`config.mk`:
```
export PLATFORM = sky130hd
export DESIGN_NAME = trigger_clock_divider_top
export DESIGN_NICKNAME = d
export VERILOG_FILES = /design/src/hdl/tcd_pkg.sv /design/src/hdl/tcd_serial_mod.sv /design/src/hdl/tcd_serial_mul.sv /design/src/hdl/trigger_clock_divider_top.sv
export SDC_FILE = /design/constraint.sdc
export NUM_CORES = 1
export LEC_CHECK = 0
export ABC_AREA = 1
export BUFFER_PORTS_ARGS = -buffer_cell sky130_fd_sc_hd__buf_2
export CAP_MARGIN = 20
export CORE_ASPECT_RATIO = 1.1
export CORE_MARGIN = 2
export CORE_UTILIZATION = 40
export DETAILED_ROUTE_END_ITERATION = 8
export PLACE_DENSITY = 0.62
export SETUP_SLACK_MARGIN = 0.3
export SYNTH_ARGS = -nofsm -noshare
export SYNTH_HDL_FRONTEND = slang
export SYNTH_SLANG_ARGS = --single-unit
```
`constraint.sdc`:
```
create_clock -name clk -period 3.2 [get_ports clk]
set_clock_uncertainty 0.05 [all_clocks]
set_input_delay 0.16 -clock clk [delete_from_list [all_inputs] [get_ports clk]]
set_output_delay 0.16 -clock clk [all_outputs]
set_load 0.02 [all_outputs]
```
`src/hdl/tcd_pkg.sv`:
```
// shared types and constants of the trigger clock divider
package tcd_pkg;

    // default parameter values
    localparam int DEF_SAMPLE_WIDTH = 16;
    localparam int DEF_PERIOD_WIDTH = 24;
    localparam int DEF_MAX_DIVISION = 64;

    // fixed register widths
    localparam int CFG_IDX_W   = 3;
    localparam int DIVISION_W  = 7;
    localparam int LENGTH_W    = 24;
    localparam int DUTY_W      = 17;
    localparam int PULSE_W     = 31;
    localparam int ROUND_SHIFT = 16;

    // duty limits in Q1.16
    localparam logic [DUTY_W-1:0] DUTY_MIN   = 17'd655;
    localparam logic [DUTY_W-1:0] DUTY_MAX   = 17'd65536;
    localparam logic [DUTY_W-1:0] DUTY_RESET = 17'd32768;

    localparam logic [PULSE_W-1:0]    PULSE_MAX      = 31'h7FFF_FFFF;
    localparam logic [LENGTH_W-1:0]   FALLBACK_RESET = 24'd480;
    localparam logic [DIVISION_W-1:0] DIVISION_RESET = 7'd1;
    localparam logic [LENGTH_W-1:0]   PULSE_RESET    = 24'd1;

    // configuration register indexes
    typedef enum logic [CFG_IDX_W-1:0] {
        REG_CLOCK_MODE = 3'd0,
        REG_THRESHOLD  = 3'd1,
        REG_DIVISION   = 3'd2,
        REG_PULSE      = 3'd3,
        REG_DUTY       = 3'd4,
        REG_FALLBACK   = 3'd5,
        REG_LEVEL      = 3'd6
    } cfg_reg_t;

    // sequencer states
    typedef enum logic [2:0] {
        S_IDLE,
        S_MOD,
        S_MUL1,
        S_MUL2,
        S_EMIT
    } tcd_state_t;

endpackage

```
`src/hdl/tcd_serial_mod.sv`:
```
// bit-serial restoring remainder of a small count by the division
module tcd_serial_mod
    import tcd_pkg::*;
#(
    parameter int DIV_W = 7
)
(
    input  logic             clk,
    input  logic             rst_n,
    input  logic             start,
    input  logic [DIV_W-1:0] numer,
    input  logic [DIV_W-1:0] divisor,
    output logic             busy,
    output logic [DIV_W-1:0] rem
);

    localparam int CNT_W = $clog2(DIV_W + 1);

    logic             busy_reg, busy_next;
    logic [CNT_W-1:0] cnt_reg, cnt_next;
    logic [DIV_W-1:0] num_reg, num_next;
    logic [DIV_W-1:0] div_reg, div_next;
    logic [DIV_W:0]   rem_reg, rem_next;
    logic [DIV_W:0]   trial;

    // one numerator bit per cycle, msb first
    always_comb
    begin
        busy_next = busy_reg;
        cnt_next  = cnt_reg;
        num_next  = num_reg;
        div_next  = div_reg;
        rem_next  = rem_reg;
        trial     = {rem_reg[DIV_W-1:0], num_reg[DIV_W-1]};
        if (start)
        begin
            busy_next = 1'b1;
            cnt_next  = CNT_W'(DIV_W);
            num_next  = numer;
            div_next  = divisor;
            rem_next  = '0;
        end
        else if (busy_reg)
        begin
            if (trial >= {1'b0, div_reg})
            begin
                rem_next = trial - {1'b0, div_reg};
            end
            else
            begin
                rem_next = trial;
            end
            num_next = {num_reg[DIV_W-2:0], 1'b0};
            cnt_next = cnt_reg - CNT_W'(1);
            if (cnt_reg == CNT_W'(1))
            begin
                busy_next = 1'b0;
            end
        end
    end

    // control registers
    always_ff @(posedge clk or negedge rst_n)
    begin
        if (!rst_n)
        begin
            busy_reg <= 1'b0;
            cnt_reg  <= '0;
        end
        else
        begin
            busy_reg <= busy_next;
            cnt_reg  <= cnt_next;
        end
    end

    // working registers
    always_ff @(posedge clk)
    begin
        num_reg <= num_next;
        div_reg <= div_next;
        rem_reg <= rem_next;
    end

    assign busy = busy_reg;
    assign rem  = rem_reg[DIV_W-1:0];

endmodule

```
`src/hdl/tcd_serial_mul.sv`:
```
// shift-add multiplier, one multiplier bit per cycle, stops when bits run out
module tcd_serial_mul
    import tcd_pkg::*;
#(
    parameter int A_W = 31,
    parameter int B_W = 17
)
(
    input  logic               clk,
    input  logic               rst_n,
    input  logic               start,
    input  logic [A_W-1:0]     a,
    input  logic [B_W-1:0]     b,
    output logic               busy,
    output logic [A_W+B_W-1:0] product
);

    localparam int P_W = A_W + B_W;

    logic           busy_reg, busy_next;
    logic [P_W-1:0] acc_reg, acc_next;
    logic [P_W-1:0] mcand_reg, mcand_next;
    logic [B_W-1:0] mplier_reg, mplier_next;

    // add the shifted multiplicand for each set multiplier bit
    always_comb
    begin
        busy_next   = busy_reg;
        acc_next    = acc_reg;
        mcand_next  = mcand_reg;
        mplier_next = mplier_reg;
        if (start)
        begin
            busy_next   = 1'b1;
            acc_next    = '0;
            mcand_next  = P_W'(a);
            mplier_next = b;
        end
        else if (busy_reg)
        begin
            if (mplier_reg == '0)
            begin
                busy_next = 1'b0;
            end
            else
            begin
                if (mplier_reg[0])
                begin
                    acc_next = acc_reg + mcand_reg;
                end
                mcand_next  = {mcand_reg[P_W-2:0], 1'b0};
                mplier_next = {1'b0, mplier_reg[B_W-1:1]};
            end
        end
    end

    // control register
    always_ff @(posedge clk or negedge rst_n)
    begin
        if (!rst_n)
        begin
            busy_reg <= 1'b0;
        end
        else
        begin
            busy_reg <= busy_next;
        end
    end

    // datapath registers
    always_ff @(posedge clk)
    begin
        acc_reg    <= acc_next;
        mcand_reg  <= mcand_next;
        mplier_reg <= mplier_next;
    end

    assign busy    = busy_reg;
    assign product = acc_reg;

endmodule

```
`src/hdl/trigger_clock_divider_top.sv`:
```
// trigger clock divider: edge detection, serial divide counter and pulse length
//
// Usage: each input transfer on s_axis carries one trigger sample and one reset
// sample. Every input transfer gives exactly one output transfer on m_axis with
// the pulse value and the gate flag. Registers are written through cfg_we,
// cfg_index and cfg_data; the user must write them only while the block is
// idle, which the block itself does not enforce. Without a trigger crossing
// an input transfer goes from S_IDLE to S_EMIT, which loads the result into
// the output register. A crossing first runs the serial remainder unit in
// S_MOD. A wrap in clock mode with a measured period also runs the shift-add
// multiplier twice, in S_MUL1 and S_MUL2, over the division bits up to its
// top set bit and over the duty bits. The block takes one item at a time: the
// next input transfer is accepted only once the result is loaded and the
// sequencer is back in S_IDLE.
// A stalled receiver holds only the one result in the output register; a
// further item waits for the output register before it completes.
// Reset clears the control state (not the payload or datapath registers)
// and the registers take their documented defaults; no clearing pass is needed.
module trigger_clock_divider_top
    import tcd_pkg::*;
#(
    parameter int  SAMPLE_WIDTH = DEF_SAMPLE_WIDTH,
    parameter int  PERIOD_WIDTH = DEF_PERIOD_WIDTH,
    parameter int  MAX_DIVISION = DEF_MAX_DIVISION,
    localparam int IN_W  = ((2 * SAMPLE_WIDTH + 7) / 8) * 8,
    localparam int OUT_W = ((SAMPLE_WIDTH + 1 + 7) / 8) * 8,
    localparam int CFG_W = (SAMPLE_WIDTH > LENGTH_W) ? SAMPLE_WIDTH : LENGTH_W
)
(
    input  logic                 clk,
    input  logic                 rst_n,
    // fields from bit 0: trigger_sample, reset_sample
    input  logic [IN_W-1:0]      s_axis_tdata,
    input  logic                 s_axis_tvalid,
    output logic                 s_axis_tready,
    // fields from bit 0: pulse_out, gate
    output logic [OUT_W-1:0]     m_axis_tdata,
    output logic                 m_axis_tvalid,
    input  logic                 m_axis_tready,
    input  logic                 cfg_we,
    input  logic [CFG_IDX_W-1:0] cfg_index,
    input  logic [CFG_W-1:0]     cfg_data
);

    localparam int SW    = SAMPLE_WIDTH;
    localparam int DIV_W = $clog2(MAX_DIVISION + 1);
    localparam int EC_W  = $clog2(MAX_DIVISION);
    localparam int A_W   = PERIOD_WIDTH + DIV_W;
    localparam int MP_W  = A_W + DUTY_W;
    localparam int LW    = MP_W + 1 - ROUND_SHIFT;
    localparam int CW    = (LW > PULSE_W) ? LW : PULSE_W;

    // configuration registers
    logic                  clock_mode_reg;
    logic signed [SW-1:0]  threshold_reg;
    logic [DIVISION_W-1:0] division_reg;
    logic [LENGTH_W-1:0]   pulse_samples_reg;
    logic [DUTY_W-1:0]     duty_reg;
    logic [LENGTH_W-1:0]   fallback_reg;
    logic signed [SW-1:0]  level_reg;

    // block state
    tcd_state_t            state_reg, state_next;
    logic signed [SW-1:0]  prev_trig_reg, prev_trig_next;
    logic signed [SW-1:0]  prev_rst_reg, prev_rst_next;
    logic [EC_W-1:0]       edge_count_reg, edge_count_next;
    logic [PULSE_W-1:0]    pulse_rem_reg, pulse_rem_next;
    logic [PERIOD_WIDTH-1:0] since_edge_reg, since_edge_next;
    logic [PERIOD_WIDTH-1:0] period_reg, period_next;
    logic                  out_valid_reg, out_valid_next;
    logic signed [SW-1:0]  pulse_out_reg, pulse_out_next;
    logic                  gate_reg, gate_next;

    logic signed [SW-1:0]  trig_smp;
    logic signed [SW-1:0]  rst_smp;
    logic                  in_fire;
    logic                  rst_cross;
    logic                  rise;
    logic [DIV_W-1:0]      div_eff;
    logic [DUTY_W-1:0]     duty_c;
    logic [PULSE_W-1:0]    ps_len;
    logic [PULSE_W-1:0]    fb_len;
    logic [PULSE_W-1:0]    clk_len;
    logic [MP_W:0]         rnd_sum;
    logic [CW-1:0]         rnd_x;

    logic                  mod_start;
    logic [DIV_W-1:0]      mod_numer;
    logic                  mod_busy;
    logic [DIV_W-1:0]      mod_rem;
    logic                  mul_start;
    logic [A_W-1:0]        mul_a;
    logic [DUTY_W-1:0]     mul_b;
    logic                  mul_busy;
    logic [MP_W-1:0]       mul_prod;

    assign trig_smp      = s_axis_tdata[SW-1:0];
    assign rst_smp       = s_axis_tdata[2*SW-1:SW];
    assign s_axis_tready = (state_reg == S_IDLE);
    assign in_fire       = s_axis_tvalid && s_axis_tready;

    // crossing detection against the shared threshold
    assign rst_cross = (prev_rst_reg <= threshold_reg) && (rst_smp > threshold_reg);
    assign rise      = (prev_trig_reg <= threshold_reg) && (trig_smp > threshold_reg);

    // effective division, clamped to one and the maximum
    always_comb
    begin
        if (division_reg == '0)
        begin
            div_eff = DIV_W'(1);
        end
        else if (int'(division_reg) > MAX_DIVISION)
        begin
            div_eff = DIV_W'(MAX_DIVISION);
        end
        else
        begin
            div_eff = DIV_W'(division_reg);
        end
    end

    // duty clamp
    always_comb
    begin
        if (duty_reg < DUTY_MIN)
        begin
            duty_c = DUTY_MIN;
        end
        else if (duty_reg > DUTY_MAX)
        begin
            duty_c = DUTY_MAX;
        end
        else
        begin
            duty_c = duty_reg;
        end
    end

    // fixed lengths, zero means one sample
    assign ps_len = (pulse_samples_reg == '0) ? PULSE_W'(1) : PULSE_W'(pulse_samples_reg);
    assign fb_len = (fallback_reg == '0) ? PULSE_W'(1) : PULSE_W'(fallback_reg);

    // clock mode length: round, saturate, at least one
    assign rnd_sum = {1'b0, mul_prod} + (MP_W + 1)'(32768);
    assign rnd_x   = CW'(rnd_sum[MP_W:ROUND_SHIFT]);
    always_comb
    begin
        if (rnd_x > CW'(PULSE_MAX))
        begin
            clk_len = PULSE_MAX;
        end
        else if (rnd_x == '0)
        begin
            clk_len = PULSE_W'(1);
        end
        else
        begin
            clk_len = PULSE_W'(rnd_x);
        end
    end

    // sequencer and state update
    always_comb
    begin
        logic [EC_W-1:0]         ec_v;
        logic [PULSE_W-1:0]      pr_v;
        logic [PERIOD_WIDTH-1:0] se_v;
        logic [PERIOD_WIDTH-1:0] pm_v;
        logic                    active;

        state_next      = state_reg;
        prev_trig_next  = prev_trig_reg;
        prev_rst_next   = prev_rst_reg;
        edge_count_next = edge_count_reg;
        pulse_rem_next  = pulse_rem_reg;
        since_edge_next = since_edge_reg;
        period_next     = period_reg;
        out_valid_next  = out_valid_reg;
        pulse_out_next  = pulse_out_reg;
        gate_next       = gate_reg;
        mod_start       = 1'b0;
        mod_numer       = '0;
        mul_start       = 1'b0;
        mul_a           = '0;
        mul_b           = '0;
        ec_v            = edge_count_reg;
        pr_v            = pulse_rem_reg;
        se_v            = since_edge_reg;
        pm_v            = period_reg;
        active          = (pulse_rem_reg != '0);

        if (m_axis_tvalid && m_axis_tready)
        begin
            out_valid_next = 1'b0;
        end

        case (state_reg)
            S_IDLE:
            begin
                if (in_fire)
                begin
                    if (rst_cross)
                    begin
                        ec_v = '0;
                        pr_v = '0;
                        if (clock_mode_reg)
                        begin
                            se_v = '0;
                            pm_v = '0;
                        end
                    end
                    if (rise)
                    begin
                        if (clock_mode_reg)
                        begin
                            if (se_v != '0)
                            begin
                                pm_v = se_v;
                            end
                            se_v = '0;
                        end
                        mod_start  = 1'b1;
                        mod_numer  = DIV_W'(ec_v) + DIV_W'(1);
                        state_next = S_MOD;
                    end
                    else
                    begin
                        if (clock_mode_reg && (se_v != '1))
                        begin
                            se_v = se_v + PERIOD_WIDTH'(1);
                        end
                        state_next = S_EMIT;
                    end
                    edge_count_next = ec_v;
                    pulse_rem_next  = pr_v;
                    since_edge_next = se_v;
                    period_next     = pm_v;
                    prev_trig_next  = trig_smp;
                    prev_rst_next   = rst_smp;
                end
            end
            S_MOD:
            begin
                if (!mod_busy)
                begin
                    edge_count_next = mod_rem[EC_W-1:0];
                    state_next      = S_EMIT;
                    if (mod_rem == '0)
                    begin
                        if (!clock_mode_reg)
                        begin
                            pulse_rem_next = ps_len;
                        end
                        else if (period_reg == '0)
                        begin
                            pulse_rem_next = fb_len;
                        end
                        else
                        begin
                            mul_start  = 1'b1;
                            mul_a      = A_W'(period_reg);
                            mul_b      = DUTY_W'(div_eff);
                            state_next = S_MUL1;
                        end
                    end
                end
            end
            S_MUL1:
            begin
                // period times division done, now times duty
                if (!mul_busy)
                begin
                    mul_start  = 1'b1;
                    mul_a      = mul_prod[A_W-1:0];
                    mul_b      = duty_c;
                    state_next = S_MUL2;
                end
            end
            S_MUL2:
            begin
                if (!mul_busy)
                begin
                    pulse_rem_next = clk_len;
                    state_next     = S_EMIT;
                end
            end
            S_EMIT:
            begin
                if (!out_valid_reg || m_axis_tready)
                begin
                    out_valid_next = 1'b1;
                    pulse_out_next = active ? level_reg : '0;
                    gate_next      = active;
                    if (active)
                    begin
                        pulse_rem_next = pulse_rem_reg - PULSE_W'(1);
                    end
                    state_next = S_IDLE;
                end
            end
            default:
            begin
                state_next = S_IDLE;
            end
        endcase
    end

    // configuration writes
    always_ff @(posedge clk or negedge rst_n)
    begin
        if (!rst_n)
        begin
            clock_mode_reg    <= 1'b0;
            threshold_reg     <= '0;
            division_reg      <= DIVISION_RESET;
            pulse_samples_reg <= PULSE_RESET;
            duty_reg          <= DUTY_RESET;
            fallback_reg      <= FALLBACK_RESET;
            level_reg         <= {1'b0, {(SW - 1){1'b1}}};
        end
        else if (cfg_we)
        begin
            case (cfg_reg_t'(cfg_index))
                REG_CLOCK_MODE: clock_mode_reg    <= cfg_data[0];
                REG_THRESHOLD:  threshold_reg     <= cfg_data[SW-1:0];
                REG_DIVISION:   division_reg      <= cfg_data[DIVISION_W-1:0];
                REG_PULSE:      pulse_samples_reg <= cfg_data[LENGTH_W-1:0];
                REG_DUTY:       duty_reg          <= cfg_data[DUTY_W-1:0];
                REG_FALLBACK:   fallback_reg      <= cfg_data[LENGTH_W-1:0];
                REG_LEVEL:      level_reg         <= cfg_data[SW-1:0];
                default:        ;
            endcase
        end
    end

    // state registers
    always_ff @(posedge clk or negedge rst_n)
    begin
        if (!rst_n)
        begin
            state_reg      <= S_IDLE;
            prev_trig_reg  <= '0;
            prev_rst_reg   <= '0;
            edge_count_reg <= '0;
            pulse_rem_reg  <= '0;
            since_edge_reg <= '0;
            period_reg     <= '0;
            out_valid_reg  <= 1'b0;
        end
        else
        begin
            state_reg      <= state_next;
            prev_trig_reg  <= prev_trig_next;
            prev_rst_reg   <= prev_rst_next;
            edge_count_reg <= edge_count_next;
            pulse_rem_reg  <= pulse_rem_next;
            since_edge_reg <= since_edge_next;
            period_reg     <= period_next;
            out_valid_reg  <= out_valid_next;
        end
    end

    // output payload
    always_ff @(posedge clk)
    begin
        pulse_out_reg <= pulse_out_next;
        gate_reg      <= gate_next;
    end

    tcd_serial_mod #(
        .DIV_W (DIV_W)
    ) u_mod (
        .clk     (clk),
        .rst_n   (rst_n),
        .start   (mod_start),
        .numer   (mod_numer),
        .divisor (div_eff),
        .busy    (mod_busy),
        .rem     (mod_rem)
    );

    tcd_serial_mul #(
        .A_W (A_W),
        .B_W (DUTY_W)
    ) u_mul (
        .clk     (clk),
        .rst_n   (rst_n),
        .start   (mul_start),
        .a       (mul_a),
        .b       (mul_b),
        .busy    (mul_busy),
        .product (mul_prod)
    );

    assign m_axis_tvalid = out_valid_reg;
    assign m_axis_tdata  = OUT_W'({gate_reg, pulse_out_reg});

    // a closed gate always carries a zero value
    a_gate_zero: assert property (@(posedge clk) disable iff (!rst_n)
        (out_valid_reg && !gate_reg) |-> (pulse_out_reg == '0))
        else $error("pulse value without gate");

    // one item at a time: no transfer straight after a transfer
    a_one_item: assert property (@(posedge clk) disable iff (!rst_n)
        in_fire |=> !s_axis_tready)
        else $error("input taken while an item is in work");

    // the multiplier only runs with a measured period
    a_mul_period: assert property (@(posedge clk) disable iff (!rst_n)
        (state_reg == S_MUL1) |-> (period_reg != '0 && clock_mode_reg))
        else $error("clock length computed without a period");

endmodule

```
==> key figures, run 1 <==
Run status
  • Outcome: finished, final reports clean

Setup path
  • Reg2reg start: threshold_reg[9]$_DFFE_PN0P_
  • R2R depth: 23
  • CP max FO: 7
  • R2r setup slk: 0.07 ns
  • Most common cell on crit path: nand2_1
  • Worst Path Required: 3.61 ns
  • CP Capture Type: register
  • Slowest cell on crit path: dfrtp_1
  • Worst r2r dst: period_reg[21]$_DFFE_PN0P_
  • Crit path DAT: 3.55 ns
  • Kind of critical path: reg2reg
  • Worst path cell trace: inv_2 -> ha_4 -> nand2_1 -> nand2_1 -> nand2_1 -> nand2_1 -> a21oi_2 -> nand3_1 -> nand2_1 -> nand2_1 -> nor2_4 -> nand3_4 -> buf_8 -> nand2_4 -> buf_6 -> nand4_1 -> nor2_2 -> nand3_4 -> buf_12 -> nand2_8 -> nand2_2 -> nand3_2 -> nand2_1
  • Max incr delay on CP: 0.40 ns
  • Crit path launch type: register

Clock network
  • Clk Latency, worst-skew pair: 0.59 ns
  • CTS max path bufs: 3
  • Number of buffers created by CTS: 44
  • H-tree Lvls: 2
  • CTS tree: built
  • Clk root buf: clkbuf_16
  • Sink Count: 382
  • CTS clk-pin slew, worst paths: 0.06 ns

Routing
  • Via/cell ratio: 5.260
  • First DRT Iteration DRCs: 1339
  • Post-route ant nets: 0
  • Drt pass-1 iters: 5
  • Wire per inst: 16.61 um
  • Total routed wirelength: 70490 um
  • Total vias in the final route: 22319
  • Number of remaining DRC errors: 0

Synthesis
  • #FFs+latches synth: 382
  • Post-synth cell types: 65
  • Mapped Cells: 3226
  • Yosys warns: 0
  • Most common cell in the netlist: nand2_1
  • Synth top area cells: dfrtp_1 (22%), nand2_1 (13%), edfxtp_1 (10%)
  • Post-synth ARST share: 60.47%
  • Post-synth top area cell: dfrtp_1
  • Mean Syn Cell Area: 7.373 um^2
  • Synth top cells by count: nand2_1 (832), inv_1 (401), o21ai_0 (320)
  • Top-area cell type share of the netlist area: 21.99%
  • Synth Cell Area: 0.02379 mm^2
  • Post-synth EDFFs: 79
  • Sequential share of the synthesized area: 40.45%
  • Predominant post-synthesis flop cell: dfrtp_1

STA
  • Crit path time final: 3.134 ns
  • Worst slew pin tran: 0.9361 ns
  • Period utilisation layout: 97.95%
  • Max Freq: 0.3190 GHz
  • Post-route setup TNS: 0 ns
  • Final Worst Setup Slack: 0.06567 ns
  • Hold Vio Cnt, Final: 0
  • Setup-failing EPs final: 0
  • Hold Worst Slack: 0.01342 ns
  • RSZ-0062 raised after global routing: true
  • Worst slew margin: 37.44%
  • Slew Limit Fails: 0

Run
  • Maximum Capacitance Violations: 0

Floorplanning
  • Cell Rows: 93
  • Die Ht: 259.8 um
  • CORE AREA: 0.05865 mm^2
  • Die width: 236.5 um
  • Die Footprint: 0.06144 mm^2
  • Initial Utilization: 40.56%
  • Boundary pin count: 90

Pwr
  • Power per cell area: 1067 mW/mm^2
  • Max IR drop VDD: 569.0 uV
  • Pleak: 13.54 nW

Finish
  • Layout Cells excl Fill: 4243
  • Fillers: 5702
  • Final net count: 3637
  • Final Cell Area: 0.02895 mm^2
  • Syn-to-layout area delta: 21.69%
  • # diodes: 0
  • Layout cell share with drive strength beyond 1: 15.16%

Global routing
  • Number of global-route vias before repair: 21631
  • Largest net degree at the start of global routing: 89
  • Global-route wire length before repair: 113200 um
  • GR Util All Layers: 22.75%
  • Initial antenna violation count: 0
  • Gr ovfl total: 0

Worst hold path
  • Worst Hold Class: in2reg
  • Hold Crit Depth: 3
  • Hold path startpoint: cfg_data[15]
  • WHS Endpoint: level_reg[15]$_DFFE_PN0P_

Placed design
  • Post-Place Setup Slack: -0.03615 ns
  • PortBufs: 82
  • Post-DP HPWL: 51150 um
  • Placed insts: 4061
  • GP Congestion: 0.9258
  • Placed cell areas: 0.02553 mm^2
logic make-up after synthesis:
| group | share of synthesized area, % |
|---|---|
| DFF | 40.45 |
| other | 0.01577 |
| and+or+nand+nor | 24.92 |
| adders and majority gates | 6.691 |
| xor gates and xnor gates | 2.651 |
| buffers and inverters | 8.990 |
| AOI/OAI and AO/OA | 16.29 |
critical path, delay by kind of cell, from the launching register on:
| kind | cells | cell delay [ns] |
|---|---|---|
| buf+inv | 4 | 0.59 |
| flops | 1 | 0.40 |
| fa+ha+maj | 1 | 0.23 |
| compound gates | 1 | 0.15 |
| simple gates | 17 | 1.57 |
metrics by stage:
| step | util, % | total power [mW] |
|---|---|---|
| 6_report | 49.36 | 30.88 |
| 5_1_grt | 49.36 | 33.52 |
| 4_1_cts | 47.73 | 29.41 |
| 3_5_place_dp | 43.53 | 23.52 |
| 3_3_place_gp | 43.53 | 23.43 |
| 2_1_floorplan | - | 19.05 |
repair_timing:
action	4_1_cts	5_1_grt
pin swaps	9	50
cloned	6	1
hold endpoints to repair	174	0
resized for setup	63	155
endpoints found under the setup margin	77	133
hold buffers	55	0
setup buffers	14	24
routing by layer:
| metal | track usage, % | routed length (um) | vias to the layer above |
|---|---|---|---|
| li1 | - | - | 11171 |
| met1 | 29.60 | 31580 | 10403 |
| met2 | 38.37 | 32830 | 590 |
| met3 | 2.951 | 3228 | 155 |
| met4 | 9.212 | 2853 | 0 |
| met5 | 0 | 0 | - |
layout by cell type (no fill, tap or decap), types with 8 or more instances in the layout:
cell type / instances
nand3_1: 115
nor3_1: 29
inv_2: 22
clkbuf_16: 44
nor2_1: 259
nor4_1: 32
o221ai_1: 20
xor2_1: 51
a31oi_1: 38
o21ai_1: 47
buf_6: 9
xnor2_1: 21
nand2_1: 796
dfxtp_1: 69
edfxtp_1: 79
buf_2: 82
ha_4: 22
buf_12: 14
nor2_4: 11
ha_1: 101
nand2_2: 34
o21ai_0: 303
nand4_1: 47
nand3_4: 8
clkinv_2: 15
inv_1: 385
nand3_2: 25
dfstp_2: 22
or2_2: 8
dfrtp_1: 209
dlygate4sd3_1: 55
nor2_2: 16
buf_4: 119
o211ai_1: 35
a21oi_1: 193
nand2_4: 12
o21a_1: 9
power breakdown:
group / internal, mW / switching, mW
Sequential: 7.00 / 1.65
Combinational: 6.64 / 10.5
Clock: 2.95 / 2.18
Total: 16.6 / 14.3
worst max path at each step:
stage	depth (start not counted)	slack, ns	startpoint	end
CTS	16	0.17	threshold_reg[5]$_DFFE_PN0P_	u_mod.num_reg[6]$_DFFE_PP_
global route	22	-0.15	threshold_reg[9]$_DFFE_PN0P_	period_reg[11]$_DFFE_PN0P_
detailed placement	16	-0.04	threshold_reg[15]$_DFFE_PN0P_	period_reg[12]$_DFFE_PN0P_
finish	23	0.07	threshold_reg[9]$_DFFE_PN0P_	period_reg[21]$_DFFE_PN0P_
floorplan	24	0.30	threshold_reg[15]$_DFFE_PN0P_	period_reg[10]$_DFFE_PN0P_
global placement	16	-0.009	threshold_reg[15]$_DFFE_PN0P_	period_reg[17]$_DFFE_PN0P_
layout make-up:
cell class,count,area (um^2),share of cell area (%)
Multi-Input combinational cell,2323,13010,44.94
Sequential cell,382,9625,33.25
Timing Repair Buffer,284,2336,8.070
Inverter,412,1554,5.369
Clock buffer,54,1209,4.176
Tap cell,760,950.9,3.285
Clock inverter,28,261.5,0.9034
Power figures use the tool's default switching activity.
==> run 2, diff against run 1 <==
--- a/config.mk
+++ b/config.mk
@@ -8,11 +8,13 @@
 export ABC_AREA = 1
 export BUFFER_PORTS_ARGS = -buffer_cell sky130_fd_sc_hd__buf_2
 export CAP_MARGIN = 20
+export CELL_PAD_IN_SITES_DETAIL_PLACEMENT = 2
+export CELL_PAD_IN_SITES_GLOBAL_PLACEMENT = 2
 export CORE_ASPECT_RATIO = 1.1
 export CORE_MARGIN = 2
-export CORE_UTILIZATION = 40
+export CORE_UTILIZATION = 33
 export DETAILED_ROUTE_END_ITERATION = 8
-export PLACE_DENSITY = 0.62
+export PLACE_DENSITY = 0.8
 export SETUP_SLACK_MARGIN = 0.3
 export SYNTH_ARGS = -nofsm -noshare
 export SYNTH_HDL_FRONTEND = slang
==> run 2 against run 1 <==
  * Critical path type unchanged
  * The flow now finishes with violations (setup timing)
  * Worst setup slack lost 1.3 ns
  * Fmax down 29%
  * Combinational power increased by 38%
==> key figures, run 2 (same netlist as run 1, synthesis figures left out) <==
Pwr
  • P_sw: 20.96 mW
  • Sw frac: 53.64%
  • Power per cell area: 1244 mW/mm^2
  • Max IR drop VDD: 608.8 uV
  • Pleak: 14.26 nW
  • Internal: 18.12 mW
  • Comb pwr share: 60.3%
  • Sequential power share: 24.0%
  • Power share of the clock group: 15.7%
  • Final Power: 39.08 mW

STA
  • Max Freq: 0.2269 GHz
  • Period utilisation layout: 137.7%
  • Hold Vio Cnt, Final: 0
  • Setup-failing EPs final: 193
  • Final Worst Setup Slack: -1.207 ns
  • Worst slew margin: 18.63%
  • Slew Limit Fails: 0
  • RSZ-0062 raised after global routing: true
  • Worst slew pin tran: 1.218 ns
  • Crit path time final: 4.407 ns

Setup path
  • Max incr delay on CP: 0.49 ns
  • Kind of critical path: reg2reg
  • Worst Path Required: 3.72 ns
  • CP top delay family: simple AND/OR/NAND/NOR gates
  • Worst path cell trace: inv_2 -> ha_4 -> nand2_4 -> nor2_4 -> nand2_2 -> nor2_2 -> nand2_1 -> nand3_1 -> nand2_1 -> nand2_2 -> nor2_4 -> nand3_4 -> buf_6 -> buf_16 -> nand3_4 -> nor2_4 -> buf_6 -> nand3_4 -> buf_4 -> nor2_1 -> nand2_1 -> nand2_1 -> nand2_1 -> nand2_1
  • CP max FO: 6
  • Crit path launch type: register
  • Most common cell on crit path: nand2_1
  • Buf+Inv Stages, Crit Path: 5
  • Slowest cell on crit path: dfrtp_1
  • Crit path DAT: 4.93 ns
  • CP Capture Type: register

Finish
  • Leading cell type in the layout, fill and taps excluded: nand2_1
  • Syn-to-layout area delta: 32.08%
  • Most frequent cells in the layout: nand2_1 (733), inv_1 (377), o21ai_0 (290), nor2_1 (238), dfrtp_1 (206)
  • Layout cell share with drive strength beyond 1: 22.33%
  • Final net count: 3723
  • Fillers: 7863
  • Final Cell Area: 0.03142 mm^2

Run
  • Maximum Capacitance Violations: 0

Routing
  • Total vias in the final route: 28445
  • Total routed wirelength: 152800 um
  • First DRT Iteration DRCs: 2473
  • Drt pass-1 iters: 5
  • Number of remaining DRC errors: 0
  • Wire per inst: 33.77 um
  • Post-route ant nets: 0
  • Via/cell ratio: 6.288

Worst hold path
  • Worst Hold Class: in2async

Placed design
  • GP Congestion: 0.8805
  • Post-DP HPWL: 70320 um
  • Placed cell areas: 0.02617 mm^2
  • PortBufs: 82

Floorplanning
  • Die width: 260.0 um
  • Die Footprint: 0.07425 mm^2
  • Boundary pin count: 90
  • Cell Rows: 103
  • Die Ht: 285.6 um
  • CORE AREA: 0.07152 mm^2
  • Initial Utilization: 33.26%

Clock network
  • CTS tree: built
  • Sink Count: 382
  • CTS max path bufs: 3
  • CTS clk-pin slew, worst paths: 0.07 ns
  • H-tree Lvls: 2
  • Number of buffers created by CTS: 48
  • Clk root buf: clkbuf_16
  • Clk Latency, worst-skew pair: 0.67 ns

Global routing
  • Gr ovfl total: 0
  • Number of global-route vias before repair: 29109
  • Largest net degree at the start of global routing: 83
  • Initial antenna violation count: 4
  • Global-route wire length before repair: 177800 um
  • GR Util All Layers: 30.82%

Run status
  • Outcome: finished with violations
  • Violated checks: setup timing
run 2: changes by cell type in the layout (fill, tap and decap cells not counted), sizes merged, moves of 2 or more:
cell,before,now
diode,0,6
inv,410,413
clkinvlp,1,5
buf,229,307
dlygate4sd3,55,57
clkbuf,54,57
run 2: worst register-to-register path, delay by kind of cell, from the launching register on:
kind	cells	cell delay (ns)
fa+ha+maj	1	0.34
buf+inv	5	0.79
flops	1	0.49
simple gates	18	2.67
run 2: final timing paths:
check / start / end / slack [ns] / cells after the start
setup / recovery: threshold_reg[12]$_DFFE_PN0P_ / since_edge_reg[11]$_DFFE_PN0P_ / -1.21 / 24
hold / removal: rst_n / prev_trig_reg[7]$_DFFE_PN0P_ / 0.11 / 2
setup reg to reg: threshold_reg[12]$_DFFE_PN0P_ / since_edge_reg[11]$_DFFE_PN0P_ / -1.21 / 24
hold reg to reg: u_mul.mcand_reg[47]$_SDFFE_PP0P_ / u_mul.mcand_reg[47]$_SDFFE_PP0P_ / 0.45 / 2
max in group asynchronous: rst_n / u_mod.cnt_reg[2]$_DFFE_PN0P_ / 1.92 / 3
min in group clk: cfg_data[1] / level_reg[1]$_DFFE_PN1P_ / 0.12 / 3
run 2: cell type report:
class,count,area [um^2],share of cell area (%)
Multi-Input combinational cell,2322,14130,44.98
Sequential cell,382,9627,30.64
Timing Repair Buffer,366,3239,10.31
Inverter,412,1592,5.066
Clock buffer,56,1303,4.146
Tap cell,945,1182,3.764
Clock inverter,34,320.3,1.020
Antenna cell,6,15.01,0.04779
Timing Repair inverter,1,6.256,0.01991
run 2: timing repair:
item                                   4_1_cts  5_1_grt
endpoints found under the hold margin      177        0
hold buffers                                57        0
pin swaps                                   74       91
setup endpoints to repair                  202      292
gates cloned                                11        1
resized for setup                          261      255
setup buffers                               31       34
run 2: through the flow:
stage	setup WS, ns	hold slack, ns	TNS (ns)	instances	util, %
6_report	-1.207	0.1136	-58.12	4524	43.92
5_1_grt	-1.124	0.08298	-62.67	4524	43.92
4_1_cts	-0.04898	0.007630	-0.8734	4482	41.85
3_5_place_dp	-0.1451	0.1869	-3.518	4293	36.59
3_3_place_gp	-0.05505	0.1752	-0.1569	4293	36.59
2_1_floorplan	0.3017	-0.1856	0	3232	-
run 2: power by group through the flow:
stage | Clock (mW) | Sequential, mW | Combinational (mW)
after detailed placement | 0 | 8.67 | 16.7
final | 6.14 | 9.38 | 23.6
after floorplan | 0 | 8.07 | 11.0
after global placement | 0 | 8.55 | 15.8
after CTS | 5.79 | 8.72 | 19.1
after global routing | 6.24 | 9.39 | 24.8
run 2: layer usage:
layer	GRT usage, %	routed length [um]	vias to the layer above
met5	0	15	-
met4	14.45	17200	2
met3	3.837	11500	1082
met2	57.14	72360	1911
met1	34.75	51690	14104
li1	-	-	11346
